File: src/hdl/ising_ring_spin_update_core_macros.svh
// Assertion helpers shared by the spin update core.
`ifndef ISING_RING_SPIN_UPDATE_CORE_MACROS_SVH
`define ISING_RING_SPIN_UPDATE_CORE_MACROS_SVH
`ifndef ASSERT_OFF
`define ISR_ASSERT(lbl, prop, msg) \
  lbl: assert property (@(posedge clk) disable iff (rst) prop) else $error(msg);
`define ISR_ASSERT_ALWAYS(lbl, prop, msg) \
  lbl: assert property (@(posedge clk) prop) else $error(msg);
`else
`define ISR_ASSERT(lbl, prop, msg)
`define ISR_ASSERT_ALWAYS(lbl, prop, msg)
`endif
`endif

File: src/hdl/isr_pkg.sv
package isr_pkg;

  localparam int RING_SIZE_DEF = 64;
  localparam int SITE_W        = 6;
  localparam int RND_W         = 16;
  localparam int RANDOM_BITS   = 16;
  localparam int THR_W         = 17;
  localparam int TOT_W         = 8;
  localparam int CFG_IDX_W     = 3;
  localparam int IN_TDATA_W    = 24;
  localparam int OUT_TDATA_W   = 32;

  localparam logic [THR_W-1:0] THR_RESET = THR_W'(32768);
  localparam logic [RND_W-1:0] RND_MASK  = RND_W'((64'(1) << RANDOM_BITS) - 64'(1));

  localparam logic CMD_TRIAL       = 1'b0;
  localparam logic CMD_LOAD        = 1'b1;
  localparam logic MODE_GIBBS      = 1'b0;
  localparam logic MODE_METROPOLIS = 1'b1;

  typedef enum logic [CFG_IDX_W-1:0] {
    REG_MODE     = 3'd0,
    REG_UP_NEG   = 3'd1,
    REG_UP_ZERO  = 3'd2,
    REG_UP_POS   = 3'd3,
    REG_DN_NEG   = 3'd4,
    REG_DN_ZERO  = 3'd5,
    REG_DN_POS   = 3'd6
  } cfg_reg_t;

  // index 0: neighbor sum -2, 1: sum 0, 2: sum +2
  typedef struct packed {
    logic                  mode;
    logic [2:0][THR_W-1:0] up;
    logic [2:0][THR_W-1:0] down;
  } thr_set_t;

  typedef struct packed {
    logic signed [TOT_W-1:0] bond_sum;
    logic signed [TOT_W-1:0] magnetization;
    logic                    accepted;
    logic                    flipped;
    logic                    new_spin;
    logic [SITE_W-1:0]       site_out;
  } result_t;

endpackage

File: src/hdl/isr_cfg.sv
module isr_cfg (
  input  logic                             clk,
  input  logic                             rst,
  input  logic                             cfg_valid,
  output logic                             cfg_ready,
  input  logic [isr_pkg::CFG_IDX_W-1:0]    cfg_index,
  input  logic [isr_pkg::THR_W-1:0]        cfg_data,
  output isr_pkg::thr_set_t                thr
);

  assign cfg_ready = 1'b1;

  always_ff @(posedge clk) begin
    if (rst) begin
      thr.mode <= isr_pkg::MODE_METROPOLIS;
      thr.up   <= {3{isr_pkg::THR_RESET}};
      thr.down <= {3{isr_pkg::THR_RESET}};
    end else if (cfg_valid) begin
      case (isr_pkg::cfg_reg_t'(cfg_index))
        isr_pkg::REG_MODE:    thr.mode    <= cfg_data[0];
        isr_pkg::REG_UP_NEG:  thr.up[0]   <= cfg_data;
        isr_pkg::REG_UP_ZERO: thr.up[1]   <= cfg_data;
        isr_pkg::REG_UP_POS:  thr.up[2]   <= cfg_data;
        isr_pkg::REG_DN_NEG:  thr.down[0] <= cfg_data;
        isr_pkg::REG_DN_ZERO: thr.down[1] <= cfg_data;
        isr_pkg::REG_DN_POS:  thr.down[2] <= cfg_data;
        default: ;  // unused index, write dropped
      endcase
    end
  end

endmodule

File: src/hdl/isr_core.sv
`include "ising_ring_spin_update_core_macros.svh"

module isr_core #(
  parameter int RING_SIZE = isr_pkg::RING_SIZE_DEF
) (
  input  logic                         clk,
  input  logic                         rst,
  input  logic                         take,
  input  logic                         command,
  input  logic [isr_pkg::SITE_W-1:0]   site_index,
  input  logic [isr_pkg::RND_W-1:0]    random_fraction,
  input  logic                         load_value,
  input  isr_pkg::thr_set_t            thr,
  output isr_pkg::result_t             result
);

  localparam int IDX_W     = (RING_SIZE > 1) ? $clog2(RING_SIZE) : 1;
  localparam int SITE_SPAN = 1 << isr_pkg::SITE_W;

  logic [RING_SIZE-1:0]         ring;
  logic [RING_SIZE-1:0]         ring_next;
  logic [isr_pkg::TOT_W-1:0]    mag;
  logic [isr_pkg::TOT_W-1:0]    mag_next;
  logic [isr_pkg::TOT_W-1:0]    bond;
  logic [isr_pkg::TOT_W-1:0]    bond_next;

  logic [IDX_W-1:0]             site_tab [SITE_SPAN];
  logic [IDX_W-1:0]             site_r;
  logic [IDX_W-1:0]             left_i;
  logic [IDX_W-1:0]             right_i;
  logic [1:0]                   ups;
  logic                         old_spin;
  logic                         nxt_spin;
  logic                         acc;
  logic                         flip;
  logic [isr_pkg::RND_W:0]      rnd;
  logic [isr_pkg::THR_W-1:0]    thr_sel;
  logic [isr_pkg::TOT_W-1:0]    mag_delta;
  logic [isr_pkg::TOT_W-1:0]    bond_delta;

  // site reduction modulo ring size, folded into a constant lookup
  for (genvar g = 0; g < SITE_SPAN; g++) begin : g_site_tab
    assign site_tab[g] = IDX_W'(g % RING_SIZE);
  end

  assign site_r  = site_tab[site_index];
  assign left_i  = (site_r == '0) ? IDX_W'(RING_SIZE - 1) : site_r - 1'b1;
  assign right_i = (site_r == IDX_W'(RING_SIZE - 1)) ? '0 : site_r + 1'b1;
  assign ups     = {1'b0, ring[left_i]} + {1'b0, ring[right_i]};
  assign old_spin = ring[site_r];
  assign rnd     = {1'b0, random_fraction & isr_pkg::RND_MASK};

  always_comb begin
    case (ups)
      2'd0:    thr_sel = (old_spin || thr.mode == isr_pkg::MODE_GIBBS) ? thr.up[0] : thr.down[0];
      2'd1:    thr_sel = (old_spin || thr.mode == isr_pkg::MODE_GIBBS) ? thr.up[1] : thr.down[1];
      2'd2:    thr_sel = (old_spin || thr.mode == isr_pkg::MODE_GIBBS) ? thr.up[2] : thr.down[2];
      default: thr_sel = '0;
    endcase
  end

  always_comb begin
    nxt_spin = old_spin;
    acc      = 1'b0;
    if (command == isr_pkg::CMD_LOAD) begin
      nxt_spin = load_value;
    end else if (thr.mode == isr_pkg::MODE_METROPOLIS) begin
      if (rnd < thr_sel) begin
        nxt_spin = ~old_spin;
        acc      = 1'b1;
      end
    end else begin
      nxt_spin = (rnd < thr_sel);
      acc      = 1'b1;
    end
  end

  assign flip      = nxt_spin ^ old_spin;
  assign mag_delta = nxt_spin ? isr_pkg::TOT_W'(2) : isr_pkg::TOT_W'(-2);
  // bond change is 2 * new spin * neighbor sum: zero for mixed neighbors
  assign bond_delta = (ups == 2'd1) ? '0 :
                      (((ups == 2'd2) == nxt_spin) ? isr_pkg::TOT_W'(4) : isr_pkg::TOT_W'(-4));

  always_comb begin
    ring_next = ring;
    mag_next  = mag;
    bond_next = bond;
    if (take && flip) begin
      ring_next[site_r] = nxt_spin;
      mag_next          = mag + mag_delta;
      bond_next         = bond + bond_delta;
    end
  end

  always_ff @(posedge clk) begin
    if (rst) begin
      ring <= '1;
      mag  <= isr_pkg::TOT_W'(RING_SIZE);
      bond <= isr_pkg::TOT_W'(RING_SIZE);
    end else begin
      ring <= ring_next;
      mag  <= mag_next;
      bond <= bond_next;
    end
  end

  assign result.site_out      = isr_pkg::SITE_W'(site_r);
  assign result.new_spin      = nxt_spin;
  assign result.flipped       = flip;
  assign result.accepted      = acc;
  assign result.magnetization = mag_next;
  assign result.bond_sum      = bond_next;

  `ISR_ASSERT(a_hold_no_flip, (take && !flip) |=> (mag == $past(mag) && bond == $past(bond)), "totals moved without a flip")
  `ISR_ASSERT(a_mag_step, (take && flip) |=> ((mag - $past(mag)) == 8'd2 || (mag - $past(mag)) == 8'd254), "magnetization step not 2")
  `ISR_ASSERT(a_ring_idle, !take |=> ring == $past(ring), "ring changed with no request")
  `ISR_ASSERT_ALWAYS(a_load_no_acc, (command == isr_pkg::CMD_LOAD) |-> !acc, "load reported accepted")

endmodule

File: src/hdl/isr_out_reg.sv
module isr_out_reg (
  input  logic                                clk,
  input  logic                                rst,
  input  logic                                take,
  input  isr_pkg::result_t                    result,
  output logic                                s_tready,
  output logic                                m_tvalid,
  input  logic                                m_tready,
  output logic [isr_pkg::OUT_TDATA_W-1:0]     m_tdata
);

  isr_pkg::result_t res;

  assign s_tready = !m_tvalid || m_tready;

  always_ff @(posedge clk) begin
    if (rst) begin
      m_tvalid <= 1'b0;
    end else if (s_tready) begin
      m_tvalid <= take;
    end
  end

  always_ff @(posedge clk) begin
    if (take) begin
      res <= result;
    end
  end

  assign m_tdata = isr_pkg::OUT_TDATA_W'(res);

endmodule

File: src/hdl/ising_ring_spin_update_core.sv
// One-dimensional Ising ring spin update engine. Each request either runs one
// Metropolis or heat-bath trial at a site or loads one spin, and yields exactly
// one result with the site, its new spin, flip and accept flags, and the
// running magnetization and bond sum after the change. Requests are taken one
// per clock unless a result waits on m_tready; the result is registered and
// appears in the cycle after acceptance, after combinational spin-ring reads,
// threshold compare and total update. Thresholds are probability times 65536;
// the user must write them only while the block is idle; it is not enforced.
module ising_ring_spin_update_core #(
  parameter int RING_SIZE = isr_pkg::RING_SIZE_DEF
) (
  input  logic                               clk,
  input  logic                               rst,
  input  logic                               s_tvalid,
  output logic                               s_tready,
  // [5:0] site_index, [21:6] random_fraction, [22] load_value, [23] zero
  input  logic [isr_pkg::IN_TDATA_W-1:0]     s_tdata,
  // [0] command
  input  logic                               s_tuser,
  output logic                               m_tvalid,
  input  logic                               m_tready,
  // [5:0] site_out, [6] new_spin, [7] flipped, [8] accepted,
  // [16:9] magnetization, [24:17] bond_sum, [31:25] zero
  output logic [isr_pkg::OUT_TDATA_W-1:0]    m_tdata,
  input  logic                               cfg_valid,
  output logic                               cfg_ready,
  input  logic [isr_pkg::CFG_IDX_W-1:0]      cfg_index,
  input  logic [isr_pkg::THR_W-1:0]          cfg_data
);

  isr_pkg::thr_set_t thr;
  isr_pkg::result_t  result;
  logic              take;

  assign take = s_tvalid && s_tready;

  isr_cfg u_cfg (
    .clk       (clk),
    .rst       (rst),
    .cfg_valid (cfg_valid),
    .cfg_ready (cfg_ready),
    .cfg_index (cfg_index),
    .cfg_data  (cfg_data),
    .thr       (thr)
  );

  isr_core #(
    .RING_SIZE (RING_SIZE)
  ) u_core (
    .clk             (clk),
    .rst             (rst),
    .take            (take),
    .command         (s_tuser),
    .site_index      (s_tdata[5:0]),
    .random_fraction (s_tdata[21:6]),
    .load_value      (s_tdata[22]),
    .thr             (thr),
    .result          (result)
  );

  isr_out_reg u_out (
    .clk      (clk),
    .rst      (rst),
    .take     (take),
    .result   (result),
    .s_tready (s_tready),
    .m_tvalid (m_tvalid),
    .m_tready (m_tready),
    .m_tdata  (m_tdata)
  );

endmodule
File: config.mk
export PLATFORM = sky130hd
export DESIGN_NAME = ising_ring_spin_update_core
export DESIGN_NICKNAME = d
export VERILOG_FILES = /design/src/hdl/isr_pkg.sv /design/src/hdl/isr_cfg.sv /design/src/hdl/isr_core.sv /design/src/hdl/isr_out_reg.sv /design/src/hdl/ising_ring_spin_update_core.sv
export VERILOG_INCLUDE_DIRS = /design/src /design/src/hdl
export SDC_FILE = /design/constraint.sdc
export NUM_CORES = 1
export LEC_CHECK = 0
export ABC_AREA = 1
export BUFFER_PORTS_ARGS = -buffer_cell sky130_fd_sc_hd__buf_4
export CORE_ASPECT_RATIO = 1.4
export CORE_MARGIN = 1
export CORE_UTILIZATION = 55
export DETAILED_ROUTE_END_ITERATION = 6
export MAX_ROUTING_LAYER = met4
export PLACE_DENSITY = 0.71
export SLEW_MARGIN = 20
export SYNTH_ARGS = -nofsm -noshare
export SYNTH_HDL_FRONTEND = slang
export SYNTH_SLANG_ARGS = --single-unit
File: constraint.sdc
create_clock -name clk -period 10.19 [get_ports clk]
set_input_delay 1.5285 -clock clk [delete_from_list [all_inputs] [get_ports clk]]
set_output_delay 1.5285 -clock clk [all_outputs]
set_load 0.01 [all_outputs]
==> results.sh, run 1 <==
export IMPL_dp_hpwl_mm=23.54
export IMPL_cts_resized=0
export IMPL_top_usage_layer="met2"
export IMPL_p_leak_nw=5.701
export IMPL_synth_edf_count=22
export IMPL_cts_hold_buffers=0
export IMPL_clk_latency_ps=510
export IMPL_ir_worst_vdd_v=0.0001670
export IMPL_ys_warn_count=0
export IMPL_clock_skew_ps=20.75
export IMPL_crit_type="in2reg"
export IMPL_ys_seq_area_share_pct=37.43
export IMPL_use_met3_pct=4.453
export IMPL_synth_flop_cell="dfxtp_1"
export IMPL_drt_iter0_drc=932
export IMPL_maxCapViolations=0
export IMPL_regToRegStartpoint="u_core.ring[11]"
export IMPL_yosysUniqueCellTypes=49
export IMPL_numCtsBuffers=21
export IMPL_status="completed"
export IMPL_gr_usage_met1_pct=38.64
export IMPL_cts_setup_buffers=0
export IMPL_yosys_area_top_type="dfxtp_1"
export IMPL_nets=1793
export IMPL_setup_tns_ps=0
export IMPL_netlist_area_leader_share_pct=31.66
export IMPL_clockRootBuffer="clkbuf_16"
export IMPL_startpoint="s_tdata[4]"
export IMPL_syn_area_um2=11450
export IMPL_finalSetupViolations=0
export IMPL_die_h_um=172.7
export IMPL_cts_sinks=203
export IMPL_hold_path_startpoint="u_cfg.thr[66]"
export IMPL_mostFrequentLayoutCells="nand2_1, nor2_1, nand3_1"
export IMPL_vias=11650
export IMPL_slew_headroom_pct=27.48
export IMPL_finalPower_mw=2.177
export IMPL_port_buffers=72
export IMPL_path_clk_slew_ps=60
export IMPL_cpPeakStageDelay_ps=670
export IMPL_wl_per_cell_um=18.14
export IMPL_grt_antenna_before_repair=0
export IMPL_initial_core_util_pct=55.89
export IMPL_p_per_area_nw_per_um2=170.8
export IMPL_drc_errors=0
export IMPL_die_area_um2=21400
export IMPL_min_period_ps=8721
export IMPL_die_w_um=123.9
export IMPL_synthArstFlopShare_pct=0
export IMPL_crit_fanout=29
export IMPL_cts_max_path_buffers=3
export IMPL_holdCritPathClass="reg2reg"
export IMPL_slew_viol_final=0
export IMPL_cts_tree="done"
export IMPL_viasPerCell=5.882
export IMPL_drive_above_1_share_pct=9.797
export IMPL_stdcell_area_um2=12750
export IMPL_ys_ff_latch=203
export IMPL_gr_usage_met2_pct=57.38
export IMPL_grt_max_degree=122
export IMPL_fillCellCount=1984
export IMPL_gp_congestion=0.9754
export IMPL_grt_pass1_vias=10910
export IMPL_overflow=0
export IMPL_grt_total_usage_pct=34.57
export IMPL_dpl_cell_area_um2=12070
export IMPL_row_count=62
export IMPL_max_freq_mhz=114.7
export IMPL_arrival_ps=9140
export IMPL_htree_levels=1
export IMPL_hold_viol=0
export IMPL_wl_mm=35.94
export IMPL_synth_area_top_cells="dfxtp_1, nand2_1, nand3_1, nor2_1, o21ai_0"
export IMPL_required_ps=10610
export IMPL_worst_setup_path_start_kind="input port"
export IMPL_setup_worst_path_end_class="flop"
export IMPL_diodes=0
export IMPL_first_pass_iters=5
export IMPL_syn_to_final_growth_pct=11.39
export IMPL_ant_nets=0
export IMPL_io_pins=85
export IMPL_slowest_stage="inv_1"
export IMPL_synth_area_per_cell_um2=6.809
export IMPL_core_area_um2=20480
export IMPL_synthCells=1681
export IMPL_rsz0062_at_grt="false"
export IMPL_path_common_cell="nand2_1"
export IMPL_finalCritPeriodShare_pct=85.58
export IMPL_tightest_slew_ps=1088
export IMPL_final_common_cell="nand2_1"
export IMPL_grt_first_pass_wirelength_mm=55.99
-- Yosys cell counts (2+ instances only) --
cell type / count
o211ai_1: 25
clkbuf_1: 67
o21ai_1: 48
nor2_4: 4
nand3_2: 2
a311o_1: 2
conb_1: 2
a21oi_1: 102
a22o_1: 4
nor2_1: 235
buf_8: 2
buf_2: 11
edfxtp_1: 22
nor3_1: 7
clkinv_1: 11
fa_1: 2
nor3_2: 2
o31ai_1: 17
nand2_1: 371
ha_1: 30
o21ai_0: 141
inv_1: 97
xor2_1: 6
o311ai_0: 2
a211oi_2: 8
nand2_4: 5
buf_1: 3
nand4_1: 11
xnor2_1: 4
nand3_1: 204
or2_1: 2
dfxtp_1: 181
buf_6: 2
a32o_1: 9
a211oi_1: 2
nand2_2: 3
inv_2: 7
buf_4: 13
clkinv_4: 5
-- per-stage QoR --
| step | worst slack, ps | hold slack [ps] | std cells | utilization (%) |
|---|---|---|---|---|
| 2_1_floorplan | 2538 | 429.2 | 1690 | - |
| 3_3_place_gp | 1244 | 439.0 | 1944 | 58.91 |
| 3_5_place_dp | 1131 | 444.0 | 1944 | 58.91 |
| 4_1_cts | 1610 | 457.6 | 1981 | 62.26 |
| 5_1_grt | 869.6 | 477.1 | 1981 | 62.26 |
| 6_report | 1469 | 457.3 | 1981 | 62.26 |
-- metal layers --
metal / wire length, µm / share of wire [%] / up-vias
met2: 17700 / 49 / 471
met3: 2349 / 6.5 / 149
met4: 2229 / 6.2 / 0
met5: 0 / 0 / -
li1: - / - / 5659
met1: 13670 / 38 / 5374
-- report_power, final --
| part | leakage [nW] | internal (mW) | switching [mW] |
|---|---|---|---|
| clock | 0.330 | 0.451 | 0.324 |
| combinational | 3.68 | 0.166 | 0.361 |
| sequential | 1.69 | 0.856 | 0.0190 |
-- kinds of logic after synthesis --
| logic type | after synthesis | share of synthesized area, % |
|---|---|---|
| AO/OA/AOI/OAI | 364 | 18.21 |
| XOR/XNOR | 10 | 0.7652 |
| adder cells (fa/ha/maj) | 32 | 3.629 |
| buffers and inverters | 218 | 8.242 |
| flip-flops | 203 | 37.43 |
| other | 2 | 0.06561 |
| AND/OR/NAND/NOR | 852 | 31.66 |
-- state kept, by name, summed over array words and instances, names as in the netlist --
signal	cells
u_cfg.thr	103
u_core.bond	6
u_core.ring	64
u_out.m_tvalid	1
u_core.mag	7
u_out.m_tdata	22
-- final timing paths --
check / end / slack, ps / cells after the start
max: u_core.ring[17] / 1470 / 41
min: u_cfg.thr[66] / 460 / 2
max reg2reg: u_core.ring[17] / 3860 / 32
min reg2reg: u_cfg.thr[66] / 460 / 2
-- area by class of cell --
class	instances	area (µm²)	share of cell area [%]
clock inverters	5	56.30	0.4416
repair buffers	96	720.7	5.653
flip-flops and latches	203	4284	33.60
multi-input cells	1269	6262	49.12
inverters	120	478.0	3.749
clock buffers	32	628.1	4.926
well taps	256	320.3	2.512
-- worst max-delay path, delay by kind of cell --
| family | cells | cell delay, ps |
|---|---|---|
| AO/OA/AOI/OAI | 6 | 1130 |
| adder cells (fa/ha/maj) | 2 | 550 |
| buffers and inverters | 13 | 3740 |
| AND/OR/NAND/NOR | 20 | 2140 |
No activity file was read; power rests on OpenSTA's default activity.
==> run 2: changes to the inputs <==
--- a/config.mk
+++ b/config.mk
@@ -10,10 +10,10 @@
 export BUFFER_PORTS_ARGS = -buffer_cell sky130_fd_sc_hd__buf_4
 export CORE_ASPECT_RATIO = 1.4
 export CORE_MARGIN = 1
-export CORE_UTILIZATION = 55
+export CORE_UTILIZATION = 40
 export DETAILED_ROUTE_END_ITERATION = 6
 export MAX_ROUTING_LAYER = met4
-export PLACE_DENSITY = 0.71
+export PLACE_DENSITY = 0.54
 export SLEW_MARGIN = 20
 export SYNTH_ARGS = -nofsm -noshare
 export SYNTH_HDL_FRONTEND = slang
==> results.sh, run 2 (synthesis gave the netlist of run 1 again) <==
export IMPL_status="completed"
export IMPL_largest_reg_flops=103
export IMPL_regToRegStartpoint="u_core.ring[28]"
export IMPL_finalSetupViolations=0
export IMPL_grt_total_usage_pct=27.41
export IMPL_reg2reg_slack_ps=3730
export IMPL_path_common_cell="a21oi_1"
export IMPL_syn_to_final_growth_pct=13.61
export IMPL_core_area_um2=27840
export IMPL_row_count=72
export IMPL_diodes=0
export IMPL_required_ps=10460
export IMPL_top_register="u_cfg.thr"
export IMPL_path_clk_slew_ps=60
export IMPL_initial_core_util_pct=41.12
export IMPL_crit_end="u_out.m_tdata[24]"
export IMPL_drt_iter0_drc=890
export IMPL_startpoint="s_tdata[0]"
export IMPL_min_period_ps=8663
export IMPL_cts_max_path_buffers=3
export IMPL_slew_viol_final=0
export IMPL_p_per_area_nw_per_um2=174.3
export IMPL_first_pass_iters=7
export IMPL_worst_setup_path_start_kind="input port"
export IMPL_drc_errors=0
export IMPL_setup_tns_ps=0
export IMPL_cpPeakStageDelay_ps=510
export IMPL_p_leak_nw=5.766
export IMPL_holdCritPathClass="reg2reg"
export IMPL_fin_util_pct=46.71
export IMPL_final_common_cell="nand2_1"
export IMPL_max_freq_mhz=115.4
export IMPL_die_w_um=145.0
export IMPL_port_buffers=72
export IMPL_setup_worst_path_end_class="flop"
export IMPL_cts_setup_buffers=0
export IMPL_tightest_slew_ps=915.2
export IMPL_placedCellCount=2063
export IMPL_cts_resized=0
export IMPL_rsz0062_at_grt="false"
export IMPL_cts_hold_buffers=0
export IMPL_crit_fanout=35
export IMPL_numCtsBuffers=22
export IMPL_cts_tree="done"
export IMPL_timing_hold_ws_ps=455.3
export IMPL_mostFrequentLayoutCells="nand2_1, nor2_1, nand3_1"
export IMPL_grt_max_degree=122
export IMPL_hold_viol=0
export IMPL_dp_hpwl_mm=25.37
export IMPL_finalCritPeriodShare_pct=85.01
export IMPL_arrival_ps=8930
export IMPL_worst_r2r_path_depth=37
export IMPL_io_pins=85
export IMPL_clockRootBuffer="clkbuf_16"
export IMPL_maxCapViolations=0
export IMPL_vias=11500
export IMPL_grt_first_pass_wirelength_mm=61.31
export IMPL_ant_nets=0
export IMPL_die_area_um2=29300
export IMPL_gp_congestion=0.9151
export IMPL_crit_type="in2reg"
export IMPL_htree_levels=1
export IMPL_viasPerCell=5.475
export IMPL_ir_worst_vdd_v=0.0001063
export IMPL_wl_per_cell_um=18.72
export IMPL_r2r_end="u_out.m_tdata[24]"
export IMPL_finalNonFillerCells=2101
export IMPL_cts_sinks=203
export IMPL_slew_headroom_pct=38.99
export IMPL_clock_skew_ps=10.55
export IMPL_grt_pass1_vias=10860
export IMPL_overflow=0
export IMPL_drive_above_1_share_pct=10.23
export IMPL_wl_mm=39.33
export IMPL_slowest_stage="clkinv_1"
export IMPL_nets=1799
export IMPL_die_h_um=202.2
export IMPL_grt_antenna_before_repair=0
export IMPL_clk_latency_ps=510
==> run 2: final cells by class <==
cell class                 count  area, µm²
clock buffer                  29      628.1
clock inverter                 9      126.4
tap                          370      462.9
multi-input combinational   1269       6262
sequential                   203       4284
fill                        2884      14830
inverter                     120      478.0
timing repair buffer         101      762.0
==> run 2: worst min-delay path by stage <==
stage,from,endpoint,slack (ps),depth (start not counted)
6_report,u_cfg.thr[32],u_cfg.thr[32],460,2
5_1_grt,u_cfg.thr[16],u_cfg.thr[16],470,2
4_1_cts,u_cfg.thr[85],u_cfg.thr[85],460,2
3_5_place_dp,u_cfg.thr[32],u_cfg.thr[32],440,2
3_3_place_gp,u_cfg.thr[83],u_cfg.thr[83],440,2
2_1_floorplan,u_cfg.thr[100],u_cfg.thr[100],430,2
==> run 2: stage by stage <==
stage | area (µm²) | power, mW | setup slack (ps)
3_5_place_dp | 12250 | 1.433 | 1063
4_1_cts | 13000 | 2.288 | 1542
2_1_floorplan | 11480 | 1.259 | 2538
5_1_grt | 13000 | 2.377 | 822.8
3_3_place_gp | 12250 | 1.425 | 1166
6_report | 13000 | 2.267 | 1527
==> run 2: power breakdown <==
group          leakage, nW  internal, mW  switching (mW)  total (mW)
Combinational         3.71         0.169           0.372       0.541
Sequential            1.69         0.856          0.0194       0.875
Clock                0.369         0.509           0.342       0.851
==> run 2: layer usage <==
layer  part of all wire, %  vias to the layer above  routed length (µm)  GRT usage (%)
met1                    40                     5415               15700          31.05
met5                     0                        -                   0              -
met3                   4.6                       65                1796          2.686
li1                      -                     5684                   -              -
met2                    52                      338               20520          49.21
met4                   3.3                        0                1306          10.98
==> run 2: worst max-delay path: cells and delay by family <==
family                   cells  cell delay, ps
AO/OA/AOI/OAI               13            2250
adder cells (fa/ha/maj)      4            1290
buffers and inverters       11            2060
AND/OR/NAND/NOR             16            1740
